==> src/tfc_pkg.sv <==
`timescale 1ns / 1ps

package tfc_pkg;

   // Ethernet / IPv4 framing, fixed 20-byte IP header
   localparam int ETH_HDR_LEN = 14;
   localparam int IP_HDR_LEN  = 20;
   localparam int L4_HDR_LEN  = 20;

   // byte offsets of captured fields, counted from the destination MAC
   localparam logic [5:0] POS_ETYPE    = 6'd12;
   localparam logic [5:0] POS_PROTOCOL = 6'(ETH_HDR_LEN + 9);
   localparam logic [5:0] POS_SRC_ADDR = 6'(ETH_HDR_LEN + 12);
   localparam logic [5:0] POS_DST_ADDR = 6'(ETH_HDR_LEN + 16);
   localparam logic [5:0] POS_SRC_PORT = 6'(ETH_HDR_LEN + IP_HDR_LEN);
   localparam logic [5:0] POS_DST_PORT = 6'(ETH_HDR_LEN + IP_HDR_LEN + 2);
   localparam logic [5:0] POS_MAX      = 6'd63;

   // position of the final byte of the shortest frame that is counted
   localparam logic [5:0] MIN_LAST_POS = 6'(ETH_HDR_LEN + IP_HDR_LEN + L4_HDR_LEN - 1);

   localparam logic [15:0] IP_ETHER_TYPE = 16'h0800;
   localparam logic [7:0]  PROTO_TCP     = 8'd6;
   localparam logic [7:0]  PROTO_UDP     = 8'd17;

   localparam int KEY_W   = 104;
   localparam int COUNT_W = 32;
   localparam logic [COUNT_W-1:0] COUNT_MAX = '1;

   // captured header of the frame in flight
   typedef struct packed {
      logic [5:0]  pos;
      logic [15:0] ether_type;
      logic [7:0]  protocol;
      logic [31:0] src_addr;
      logic [31:0] dst_addr;
      logic [15:0] src_port;
      logic [15:0] dst_port;
   } header_type;

   typedef enum logic [2:0] {
      ST_CAPTURE,
      ST_DECIDE,
      ST_SCAN,
      ST_WRITE,
      ST_EMIT
   } state_type;

endpackage

==> src/five_tuple_flow_counter_unit.sv <==
`timescale 1ns / 1ps
// Frame bytes are taken one per cycle; req_tready drops after the final byte until its result
// is loaded. Passed frame: the decide state goes on to the emit state. Counted frame: the
// flow table scan reads one entry per cycle until a hit or the fill count, then a hit or new
// flow writes its entry back before emit; with the table full, the scan goes on to emit.
// Synchronous active-high reset clears the header capture, the fill count and the output;
// table contents are not cleared, entries at or above the fill count are never read as flows.

module five_tuple_flow_counter_unit import tfc_pkg::*; #(
   parameter int FLOW_ENTRIES = 32
) (
   input  logic        clock,
   input  logic        reset,
   input  logic        req_tvalid,
   output logic        req_tready,
   input  logic [7:0]  req_tdata,   // [7:0] data_byte
   input  logic        req_tlast,
   output logic        rsp_tvalid,
   input  logic        rsp_tready,
   output logic [31:0] rsp_tdata,   // [31:0] flow_count
   output logic [1:0]  rsp_tuser    // [0] verdict, [1] table_full
);

   localparam int IDX_W  = (FLOW_ENTRIES > 1) ? $clog2(FLOW_ENTRIES) : 1;
   localparam int FILL_W = $clog2(FLOW_ENTRIES + 1);
   localparam int WORD_W = KEY_W + COUNT_W;
   localparam logic [FILL_W-1:0] FILL_MAX = FILL_W'(FLOW_ENTRIES);

   state_type state_ff, state_in;
   header_type hdr;
   logic byte_accept, frame_clear, mem_we, load_rsp;

   logic [FILL_W-1:0]  fill_ff, fill_in;
   logic [FILL_W-1:0]  issue_ff, issue_in;
   logic               pend_ff, pend_in;
   logic [IDX_W-1:0]   pend_idx_ff, pend_idx_in;
   logic [IDX_W-1:0]   target_ff, target_in;
   logic [COUNT_W-1:0] res_count_ff, res_count_in;
   logic               res_verdict_ff, res_verdict_in;
   logic               res_full_ff, res_full_in;
   logic [WORD_W-1:0]  rd_word_ff;

   logic               rsp_tvalid_ff, rsp_tvalid_in;
   logic [31:0]        rsp_tdata_ff;
   logic [1:0]         rsp_tuser_ff;

   logic [KEY_W-1:0]   flow_key;
   logic [KEY_W-1:0]   rd_key;
   logic [COUNT_W-1:0] rd_count;
   logic               eligible, hit, scan_done, out_free;

   // flow table: key in the upper bits, packet count in the lower
   logic [WORD_W-1:0] flow_mem [FLOW_ENTRIES];

   tfc_parser u_parser (
      .clock       (clock),
      .reset       (reset),
      .byte_accept (byte_accept),
      .data_byte   (req_tdata),
      .last_byte   (req_tlast),
      .frame_clear (frame_clear),
      .hdr         (hdr)
   );

   assign byte_accept = req_tvalid && req_tready;

   // classification of the captured header
   assign flow_key = {hdr.src_addr, hdr.dst_addr, hdr.src_port, hdr.dst_port, hdr.protocol};
   assign eligible = (hdr.pos >= MIN_LAST_POS) && (hdr.ether_type == IP_ETHER_TYPE) &&
                     ((hdr.protocol == PROTO_TCP) || (hdr.protocol == PROTO_UDP));

   assign rd_key    = rd_word_ff[WORD_W-1:COUNT_W];
   assign rd_count  = rd_word_ff[COUNT_W-1:0];
   assign hit       = pend_ff && (rd_key == flow_key);
   assign scan_done = (issue_ff == fill_ff);
   assign out_free  = !rsp_tvalid_ff || rsp_tready;

   // next state and control
   always_comb begin
      state_in       = state_ff;
      req_tready     = 1'b0;
      frame_clear    = 1'b0;
      mem_we         = 1'b0;
      load_rsp       = 1'b0;
      fill_in        = fill_ff;
      issue_in       = issue_ff;
      pend_in        = 1'b0;
      pend_idx_in    = pend_idx_ff;
      target_in      = target_ff;
      res_count_in   = res_count_ff;
      res_verdict_in = res_verdict_ff;
      res_full_in    = res_full_ff;
      case (state_ff)
         ST_CAPTURE: begin
            req_tready = 1'b1;
            if (req_tvalid && req_tlast) begin
               state_in = ST_DECIDE;
            end
         end
         ST_DECIDE: begin
            res_count_in   = '0;
            res_verdict_in = 1'b0;
            res_full_in    = 1'b0;
            issue_in       = '0;
            state_in       = eligible ? ST_SCAN : ST_EMIT;
         end
         ST_SCAN: begin
            if (hit) begin
               // known flow, count saturates at the top
               res_verdict_in = 1'b1;
               res_count_in   = (rd_count == COUNT_MAX) ? rd_count : rd_count + COUNT_W'(1);
               target_in      = pend_idx_ff;
               state_in       = ST_WRITE;
            end else if (scan_done) begin
               res_verdict_in = 1'b1;
               if (fill_ff != FILL_MAX) begin
                  // new flow takes the next free slot
                  res_count_in = COUNT_W'(1);
                  target_in    = fill_ff[IDX_W-1:0];
                  fill_in      = fill_ff + FILL_W'(1);
                  state_in     = ST_WRITE;
               end else begin
                  res_full_in = 1'b1;
                  state_in    = ST_EMIT;
               end
            end else begin
               pend_in     = 1'b1;
               pend_idx_in = issue_ff[IDX_W-1:0];
               issue_in    = issue_ff + FILL_W'(1);
            end
         end
         ST_WRITE: begin
            mem_we   = 1'b1;
            state_in = ST_EMIT;
         end
         ST_EMIT: begin
            if (out_free) begin
               load_rsp    = 1'b1;
               frame_clear = 1'b1;
               state_in    = ST_CAPTURE;
            end
         end
         default: begin
            state_in = ST_CAPTURE;
         end
      endcase
   end

   // control registers
   always_ff @(posedge clock) begin
      if (reset) begin
         state_ff <= ST_CAPTURE;
         fill_ff  <= '0;
         issue_ff <= '0;
         pend_ff  <= 1'b0;
      end else begin
         state_ff <= state_in;
         fill_ff  <= fill_in;
         issue_ff <= issue_in;
         pend_ff  <= pend_in;
      end
   end

   // scan and result payload
   always_ff @(posedge clock) begin
      pend_idx_ff    <= pend_idx_in;
      target_ff      <= target_in;
      res_count_ff   <= res_count_in;
      res_verdict_ff <= res_verdict_in;
      res_full_ff    <= res_full_in;
   end

   // flow table port: read every cycle at the scan pointer, write back one entry
   always_ff @(posedge clock) begin
      if (mem_we) begin
         flow_mem[target_ff] <= {flow_key, res_count_ff};
      end
      rd_word_ff <= flow_mem[issue_ff[IDX_W-1:0]];
   end

   // output register, holds a result until its transfer
   assign rsp_tvalid_in = load_rsp ? 1'b1 : (rsp_tready ? 1'b0 : rsp_tvalid_ff);

   always_ff @(posedge clock) begin
      if (reset) begin
         rsp_tvalid_ff <= 1'b0;
      end else begin
         rsp_tvalid_ff <= rsp_tvalid_in;
      end
   end

   always_ff @(posedge clock) begin
      if (load_rsp) begin
         rsp_tdata_ff <= res_count_ff;
         rsp_tuser_ff <= {res_full_ff, res_verdict_ff};
      end
   end

   assign rsp_tvalid = rsp_tvalid_ff;
   assign rsp_tdata  = rsp_tdata_ff;
   assign rsp_tuser  = rsp_tuser_ff;

endmodule

==> src/tfc_parser.sv <==
`timescale 1ns / 1ps

module tfc_parser import tfc_pkg::*; (
   input  logic       clock,
   input  logic       reset,
   input  logic       byte_accept,
   input  logic [7:0] data_byte,
   input  logic       last_byte,
   input  logic       frame_clear,
   output header_type hdr
);

   header_type hdr_ff, hdr_in;

   // shift header bytes in, big-endian, by position in the frame
   always_comb begin
      hdr_in = hdr_ff;
      if (frame_clear) begin
         hdr_in = '0;
      end else if (byte_accept) begin
         case (hdr_ff.pos) inside
            POS_ETYPE, POS_ETYPE + 6'd1: begin
               hdr_in.ether_type = {hdr_ff.ether_type[7:0], data_byte};
            end
            POS_PROTOCOL: begin
               hdr_in.protocol = data_byte;
            end
            [POS_SRC_ADDR : POS_SRC_ADDR + 6'd3]: begin
               hdr_in.src_addr = {hdr_ff.src_addr[23:0], data_byte};
            end
            [POS_DST_ADDR : POS_DST_ADDR + 6'd3]: begin
               hdr_in.dst_addr = {hdr_ff.dst_addr[23:0], data_byte};
            end
            POS_SRC_PORT, POS_SRC_PORT + 6'd1: begin
               hdr_in.src_port = {hdr_ff.src_port[7:0], data_byte};
            end
            POS_DST_PORT, POS_DST_PORT + 6'd1: begin
               hdr_in.dst_port = {hdr_ff.dst_port[7:0], data_byte};
            end
            default: begin
            end
         endcase
         // position holds on the final byte so it can be checked afterwards
         if (!last_byte && hdr_ff.pos != POS_MAX) begin
            hdr_in.pos = hdr_ff.pos + 6'd1;
         end
      end
   end

   always_ff @(posedge clock) begin
      if (reset) begin
         hdr_ff <= '0;
      end else begin
         hdr_ff <= hdr_in;
      end
   end

   assign hdr = hdr_ff;

endmodule

==> config.mk <==
export PLATFORM = sky130hd
export DESIGN_NAME = five_tuple_flow_counter_unit
export DESIGN_NICKNAME = d
export VERILOG_FILES = /design/src/tfc_pkg.sv /design/src/five_tuple_flow_counter_unit.sv /design/src/tfc_parser.sv
export SDC_FILE = /design/constraint.sdc
export NUM_CORES = 2
export LEC_CHECK = 0
export BUFFER_PORTS_ARGS = -buffer_cell sky130_fd_sc_hd__clkbuf_2
export CORE_MARGIN = 3
export CORE_UTILIZATION = 57
export CTS_CLUSTER_DIAMETER = 40
export DETAILED_ROUTE_END_ITERATION = 6
export GPL_ROUTABILITY_DRIVEN = 1
export PLACE_DENSITY = 0.81
export SLEW_MARGIN = 20
export SYNTH_ARGS = -nofsm -noshare
export SYNTH_HDL_FRONTEND = slang
export SYNTH_HIERARCHICAL = 1
export SYNTH_MEMORY_MAX_BITS = 65536
export SYNTH_SLANG_ARGS = --single-unit
==> constraint.sdc <==
create_clock -name clock -period 7.9 [get_ports clock]
set_input_delay 0.395 -clock clock [delete_from_list [all_inputs] [get_ports clock]]
set_output_delay 0.395 -clock clock [all_outputs]
set_load 0.005 [all_outputs]
==> After elaboration in Yosys (flattened, before gate mapping) <==
Memory sizes are Yosys's and may differ from the RTL's. A register that Yosys moved wholly into a read port is not among the register bits.
Index checks and enable logic that the tools add are counted.
{ "word_totals": {"ram_bits": 4352, "register_bits": 221, "n_memories": 1, "word_cells": 135, "out_inout_bits": 36, "inputBits": 13} }
{ "op_classes": {"n_eq_ne": 27, "mux": 34, "n_reduce_logical": 37, "n_bitwise": 8, "n_addsub": 4, "order_cmp": 5} }
{ "memory_table": {"columns": ["memory", "depth", "word_bits", "rd", "rd_ports_with_merged_regs", "write_ports", "line_no", "source"], "rows": [
  ["flow_mem", 32, 136, 1, 1, 1, "five_tuple_flow_counter_unit.sv:53", "logic [WORD_W-1:0] flow_mem [FLOW_ENTRIES];"]
]} }
{ "op_table": {"columns": ["op", "n"], "rows": [
  ["32-bit 2-to-1 mux", 4],
  ["104-bit equality test", 1],
  ["32-bit case mux with 2 select lines", 1],
  ["32-bit by 1-bit adder with 32-bit output, second input constant", 1],
  ["32-bit equality test, second input constant", 1],
  ["6-bit equality test, second input constant", 4],
  ["6-bit by 1-bit adder with 6-bit output, second input constant", 3],
  ["3-bit 2-to-1 mux", 6],
  ["3-bit AND reduction", 6],
  ["16-bit by 12-bit equality test with 1-bit output, second input constant", 1],
  ["5-bit 2-to-1 mux", 3],
  ["3-bit case mux with 5 select lines", 1],
  ["1-bit 2-to-1 mux", 14],
  ["6-bit by 4-bit equality test with 1-bit output, second input constant", 2],
  ["6-bit by 5-bit >= comparator with 1-bit output, second input constant", 2],
  ["6-bit 2-to-1 mux", 2],
  ["2-bit inequality test, second input constant", 6],
  ["6-bit inequality test, second input constant", 2],
  ["6-bit case mux with 2 select lines", 1],
  ["4-bit AND reduction", 3],
  ["8-bit by 3-bit equality test with 1-bit output, second input constant", 1],
  ["8-bit by 5-bit equality test with 1-bit output, second input constant", 1],
  ["1-bit logical AND", 8],
  ["1-bit inverter", 8],
  ["20 further kinds", 33]
]} }

==> Depth between registers and ports, before layout <==
{ "depth": {"ltp_word": 5, "mapped_depth": 10, "ltp_nobuf": 8} }

==> Cells and area by module <==
The synthesis kept the hierarchy.
{ "modules_own_cells": {"columns": ["module", "instances", "cells_each", "area_per_inst_um2", "seq_area_each_um2"], "rows": [
  ["five_tuple_flow_counter_unit", 1, 6892, 172749.4, 136090.5],
  ["tfc_parser", 1, 468, 4808.4, 2522.4]
]} }

==> Worst setup path before layout <==
No wires, ideal clock.
{ "synth_path": {"path_type": "register to register", "startpoint": "reg state_ff[0]", "endpoint": "mem flow_mem[28][0] (netlist name), enable pin", "arrival_time_ps": 6847, "slack_ps": 419, "path_buffers": 1, "path_stages_with_launch": 6, "period_less_slack_ps": 7481, "setup_time_ps": 634, "t_required_ps": 7266, "cell_sequence": "dfxtp_1 nor2b_1 nand2_1 or3_1 clkbuf_1 nor2_1"} }
{ "synth_between": {"elab_chain_len": 4} }
{ "synth_lines": {"columns": ["item", "line_no", "source"], "rows": [
  ["start, declared", "five_tuple_flow_counter_unit.sv:29", "state_type state_ff, state_in;"],
  ["start signal, assigned", "five_tuple_flow_counter_unit.sv:157", "state_ff <= state_in;"],
  ["3-bit by 2-bit equality test with 1-bit output", "five_tuple_flow_counter_unit.sv:93", "case (state_ff)"],
  ["1-bit 2-to-1 mux", "five_tuple_flow_counter_unit.sv:93", null],
  ["1-bit 2-to-1 mux", "five_tuple_flow_counter_unit.sv:175", "if (mem_we) begin"],
  ["1-bit 2-to-1 mux (implied by the code)", "five_tuple_flow_counter_unit.sv:176", "flow_mem[target_ff] <= {flow_key, res_count_ff};"],
  ["end, declared", "five_tuple_flow_counter_unit.sv:53", null]
]} }
No other way between the ends.

==> Final worst setup path <==
{ "layout_path": {"startpoint": "reg u_parser.hdr_ff, in the netlist u_parser/hdr[0]", "endpoint": "reg res_count_ff[29], enable pin"} }
{ "layout_between": {"elab_chain_len": 4, "elab_cells_between_ends": 5, "classes_between": "3 x eq/ne; 2 x reduce/logical"} }
{ "layout_lines": {"columns": ["item", "line_no", "source"], "rows": [
  ["start, declared", "tfc_parser.sv:13", "header_type hdr_ff, hdr_in;"],
  ["start signal, assigned", "tfc_parser.sv:54", "hdr_ff <= hdr_in;"],
  ["104-bit equality test *", "five_tuple_flow_counter_unit.sv:74", "assign hit = pend_ff && (rd_key == flow_key);"],
  ["1-bit logical AND *", "five_tuple_flow_counter_unit.sv:74", null],
  ["3-bit inequality test (no source line)", null, null],
  ["3-bit AND reduction (no source line) *", null, null],
  ["end signal, assigned", "five_tuple_flow_counter_unit.sv:168", "res_count_ff <= res_count_in;"],
  ["end, declared", "five_tuple_flow_counter_unit.sv:38", "logic [COUNT_W-1:0] res_count_ff, res_count_in;"]
]} }
Every way passes the cells marked *; elsewhere a longest branch is shown, timed or not.
A chain may end at the register's enable or synchronous reset.

==> results.txt <==
----------------------------------------------------
[Run status]
  Status ... finished with violations
  Violations in the final reports ... DRC

[Synth]
  Synthesis warning total ... 6
  Syn avg cell area ... 24.12 sq um
  Mapped Nets ... 7381
  Count of unique library cells instantiated by Yosys ... 67
  Sequential fraction of the synthesis area ... 0.7807
  Post-synthesis cell count ... about 7400
  Count of state elements after synthesis ... 4709
  Share of synthesized flip-flops with an asynchronous set or reset ... 0
  Post-synth EDFFs ... 4430
  Netlist area before placement ... 177600 sq um
  Predominant post-synthesis flop cell ... edfxtp_1

[Clock tree]
  Total number of clock tree sinks ... roughly 4700
  Clock transition at the registers of the reported paths ... 0.06 ns
  Number of levels in the clock H-tree ... 5
  CTS tree ... built
  Clock root buffer ... clkbuf_16
  Number of buffers between clock root and the deepest sink ... 4
  Skew-Pair Late Insertion Delay ... between 0.9 and 1 ns
  Number of buffers created by CTS ... between 400 and 500
  Post-CTS resize count ... 0

[Setup path]
  Worst Setup Path Type ... reg2reg
  Sort of element at the end of the critical path ... flip-flop
  Launching point of the worst reg2reg path ... u_parser/hdr[0]$_SDFFE_PP0P_
  Library cell contributing the largest single delay on the critical path ... dfxtp_1
  Critical register-to-register path endpoint ... res_count_ff[29]$_SDFFCE_PN0P_
  Required @ worst endpoint ... roughly 8.5 ns
  Peak fanout along the critical path ... 34
  Path depth of the worst reg2reg path ... 10
  Critical path cell sequence ... xnor2_1 > nand4_1 > nor4_1 > buf_4 > nand4_1 > nor3_2 > nand2b_1 > inv_1 > a21oi_4 > buf_4
  Flop-to-flop setup slack ... ~1.8 ns
  Max stage delay on crit path ... around 1.0 ns
  Startpoint kind of the worst setup timing path ... flip-flop
  Endpoint arrival time on the critical path ... 6.62 ns

[GRT]
  Gr usage total ... 0.3161
  Remaining global-route overflow ... 0
  Antenna violations before repair ... 18
  Largest net degree at the start of global routing ... 175
  First-pass GRT wire length ... roughly 700 mm
  Via count of the first global-routing pass ... 90810

[Job]
  Number of max-cap violations ... 0

[STA]
  Final setup skew ... 0.07159 ns
  Final number of max-transition violations ... 0
  Final period demand of the worst path ... between 6 and 7 ns
  Worst Tran Pin Value ... 1.349 ns
  Highest attainable clock frequency ... 165.1 MHz
  Final worst path period share ... 0.7668
  Setup total negative slack ... 0 ns
  Rel. slew slack ... 0.1004
  Final Hold Vio Count ... 0
  RSZ-0062 raised after global routing ... false
  Finish-stage setup viols ... 0

[Final layout]
  Layout overhead on the synthesized area ... 13.04%
  Final cell area excluding filler cells ... ~200000 sq um
  Multi-input combinational cell area ... 37480 sq um
  # nets final ... 7739
  Fraction of final layout cells sized beyond drive strength 1 ... 0.3216
  Fill count ... about 18000
  Register area ... 138700 sq um

[Place]
  Post-DP HPWL ... a little over 200 mm
  Global placer's final weighted congestion ... 0.7939
  Post-place instance area ... 183400 sq um
  Port buffer count ... 48

[Power]
  IR drop worst, VDD ... 0.0002217 V
  Overall power after layout ... 51.30 mW
  Cell leakage power ... slightly above 60 nW
  Power density over the cells ... 255.6 nW/um^2

[Floorplan]
  Area of the die ... 318200 sq um
  Height of the die ... 564.1 microns
  FP Rows ... 204
  Starting density of the core ... 0.5740
  Die boundary width ... 564.1 microns
  Core box area ... roughly 310000 sq um
  Number of primary I/O pins ... 49

[Hold path]
  Capture endpoint of the worst hold path ... u_parser/hdr[123]$_SDFFE_PP0P_
  Number of instances on the worst hold path ... 5
  Hold crit path type ... in2reg
  Startpoint of the worst hold path ... req_tlast

[Routing]
  Violation count after the first detailed-route iteration ... 16880
  Number of iterations in the first detailed-routing pass ... 7
  Wire length per cell after detailed routing ... a little over 40 microns
  Vias after detailed routing ... 88790
  Via-per-instance ratio ... 7.226
  Remaining DRCs ... 5
  Final routed wirelength across all metal layers ... 502.7 mm
  Post-route antenna net violation count ... 0

----------------------------------------------------
-- worst max path at each step --
stage                             startpoint                              to  slack [ns]  depth (start not counted)
4_1_cts         u_parser/hdr[0]$_SDFFE_PP0P_   res_count_ff[8]$_SDFFCE_PN0P_        2.36                         10
5_1_grt        u_parser/hdr[86]$_SDFFE_PP0P_  res_count_ff[11]$_SDFFCE_PN0P_        1.75                         10
3_5_place_dp    u_parser/hdr[6]$_SDFFE_PP0P_   res_count_ff[1]$_SDFFCE_PN0P_        2.49                         10
6_report        u_parser/hdr[0]$_SDFFE_PP0P_  res_count_ff[29]$_SDFFCE_PN0P_        1.84                         10
2_1_floorplan       state_ff[0]$_SDFFE_PP0P_       flow_mem[28][0]$_DFFE_PP_        0.42                          5
3_3_place_gp    u_parser/hdr[6]$_SDFFE_PP0P_   res_count_ff[1]$_SDFFCE_PN0P_        2.66                         10
-- routing by layer --
metal | GRT usage | part of all wire
met4 | 0.1639 | 0.063
met3 | 0.07895 | 0.14
met1 | 0.4121 | 0.31
met5 | 0 | 0.00049
met2 | 0.5005 | 0.48
-- worst max-delay path: cells and delay by family (launching register included) --
| kind | cells | cell delay (ns) |
|---|---|---|
| buf+inv | 3 | 0.99 |
| xor+xnor | 1 | 0.33 |
| flops | 1 | 1.02 |
| simple gates | 5 | 3.10 |
| compound gates | 1 | 0.15 |
-- metrics by stage --
stage	setup slack [ns]	util	instances	hold WS [ns]
CTS	2.357	0.6477	12260	0.005998
global placement	2.657	0.5928	11320	0.4685
detailed placement	2.485	0.5928	11320	0.4941
floorplan	0.4192	-	7360	0.4003
finish	1.842	0.6488	12290	0.06762
global route	1.750	0.6487	12280	0.08404
-- layout by cell type, fill, tap and decap left out, types with 48 or more instances in the layout --
master	n
dfxtp_1	239
clkbuf_2	48
clkbuf_1	78
clkbuf_16	491
bufinv_16	59
mux4_2	1360
nand2_1	153
buf_4	110
mux2_2	138
mux2i_1	118
xnor2_1	101
clkinvlp_4	59
clkinv_2	60
edfxtp_1	4430
nor2_1	79
-- sequential cells by signal, summed over array words and instances, names as in the netlist --
signal and cells:
flow_mem 4352, rd_word_ff 136, u_parser/hdr 126, res_count_ff 32
rsp_tdata 32, fill_ff 6, issue_ff 6, pend_idx_ff 5
target_ff 5, state_ff 3, rsp_tuser 2, pend_ff 1
res_full_ff 1, res_verdict_ff 1, rsp_tvalid 1
-- Yosys cell counts, types with 5 or more instances --
master | number | area (sq um)
o21ai_0 | 12 | 60.06
xnor2_1 | 101 | 884.6
clkbuf_1 | 189 | 709.4
inv_1 | 36 | 135.1
and3_1 | 14 | 87.58
nand2_1 | 153 | 574.3
o22ai_1 | 6 | 37.54
and2_1 | 5 | 31.28
buf_4 | 16 | 120.1
buf_6 | 9 | 101.4
edfxtp_1 | 4430 | 133000
nand4_1 | 33 | 206.5
buf_2 | 106 | 530.5
nor2_1 | 112 | 420.4
dfxtp_1 | 279 | 5585
mux2_2 | 138 | 1554
nand2b_1 | 14 | 87.58
nor4_1 | 13 | 81.33
mux2i_1 | 118 | 1181
nor2b_1 | 9 | 56.30
a21oi_1 | 20 | 100.1
buf_1 | 40 | 150.1
nor3_1 | 8 | 40.04
nand3_1 | 29 | 145.1
mux4_2 | 1360 | 30630
ha_1 | 8 | 100.1
xor2_1 | 21 | 183.9
or3_1 | 9 | 56.30
-- repair_timing --
action                                 CTS  global route
endpoints found under the hold margin   15             0
setup buffers                            0             0
hold buffers                             8             0
-- area by class of cell --
cell class | count | share of cell area
flip-flops and latches | 4709 | 0.6909
inverters | 36 | 0.0006733
well taps | 4120 | 0.02568
diodes | 14 | 0.0001745
multi-input cells | 2255 | 0.1867
clock buffers | 616 | 0.06590
clock inverters | 309 | 0.01840
repair buffers | 228 | 0.01152
-- power by group --
group / total, mW / internal (mW) / switching [mW]
combinational: 0.127 / 0.0260 / 0.101
sequential: 27.0 / 26.9 / 0.0488
clock: 24.2 / 13.9 / 10.3
-- cell families after synthesis --
kind of cell | count (synthesis) | share of synthesized area
DFF | 4709 | 0.7807
muxes | 1616 | 0.1879
and+or+nand+nor | 432 | 0.01192
buffers and inverters | 396 | 0.009837
xor gates and xnor gates | 122 | 0.006018
AOI/OAI and AO/OA | 77 | 0.003094
adders and majority gates | 8 | 0.0005638
Power figures use the tool's default switching activity.
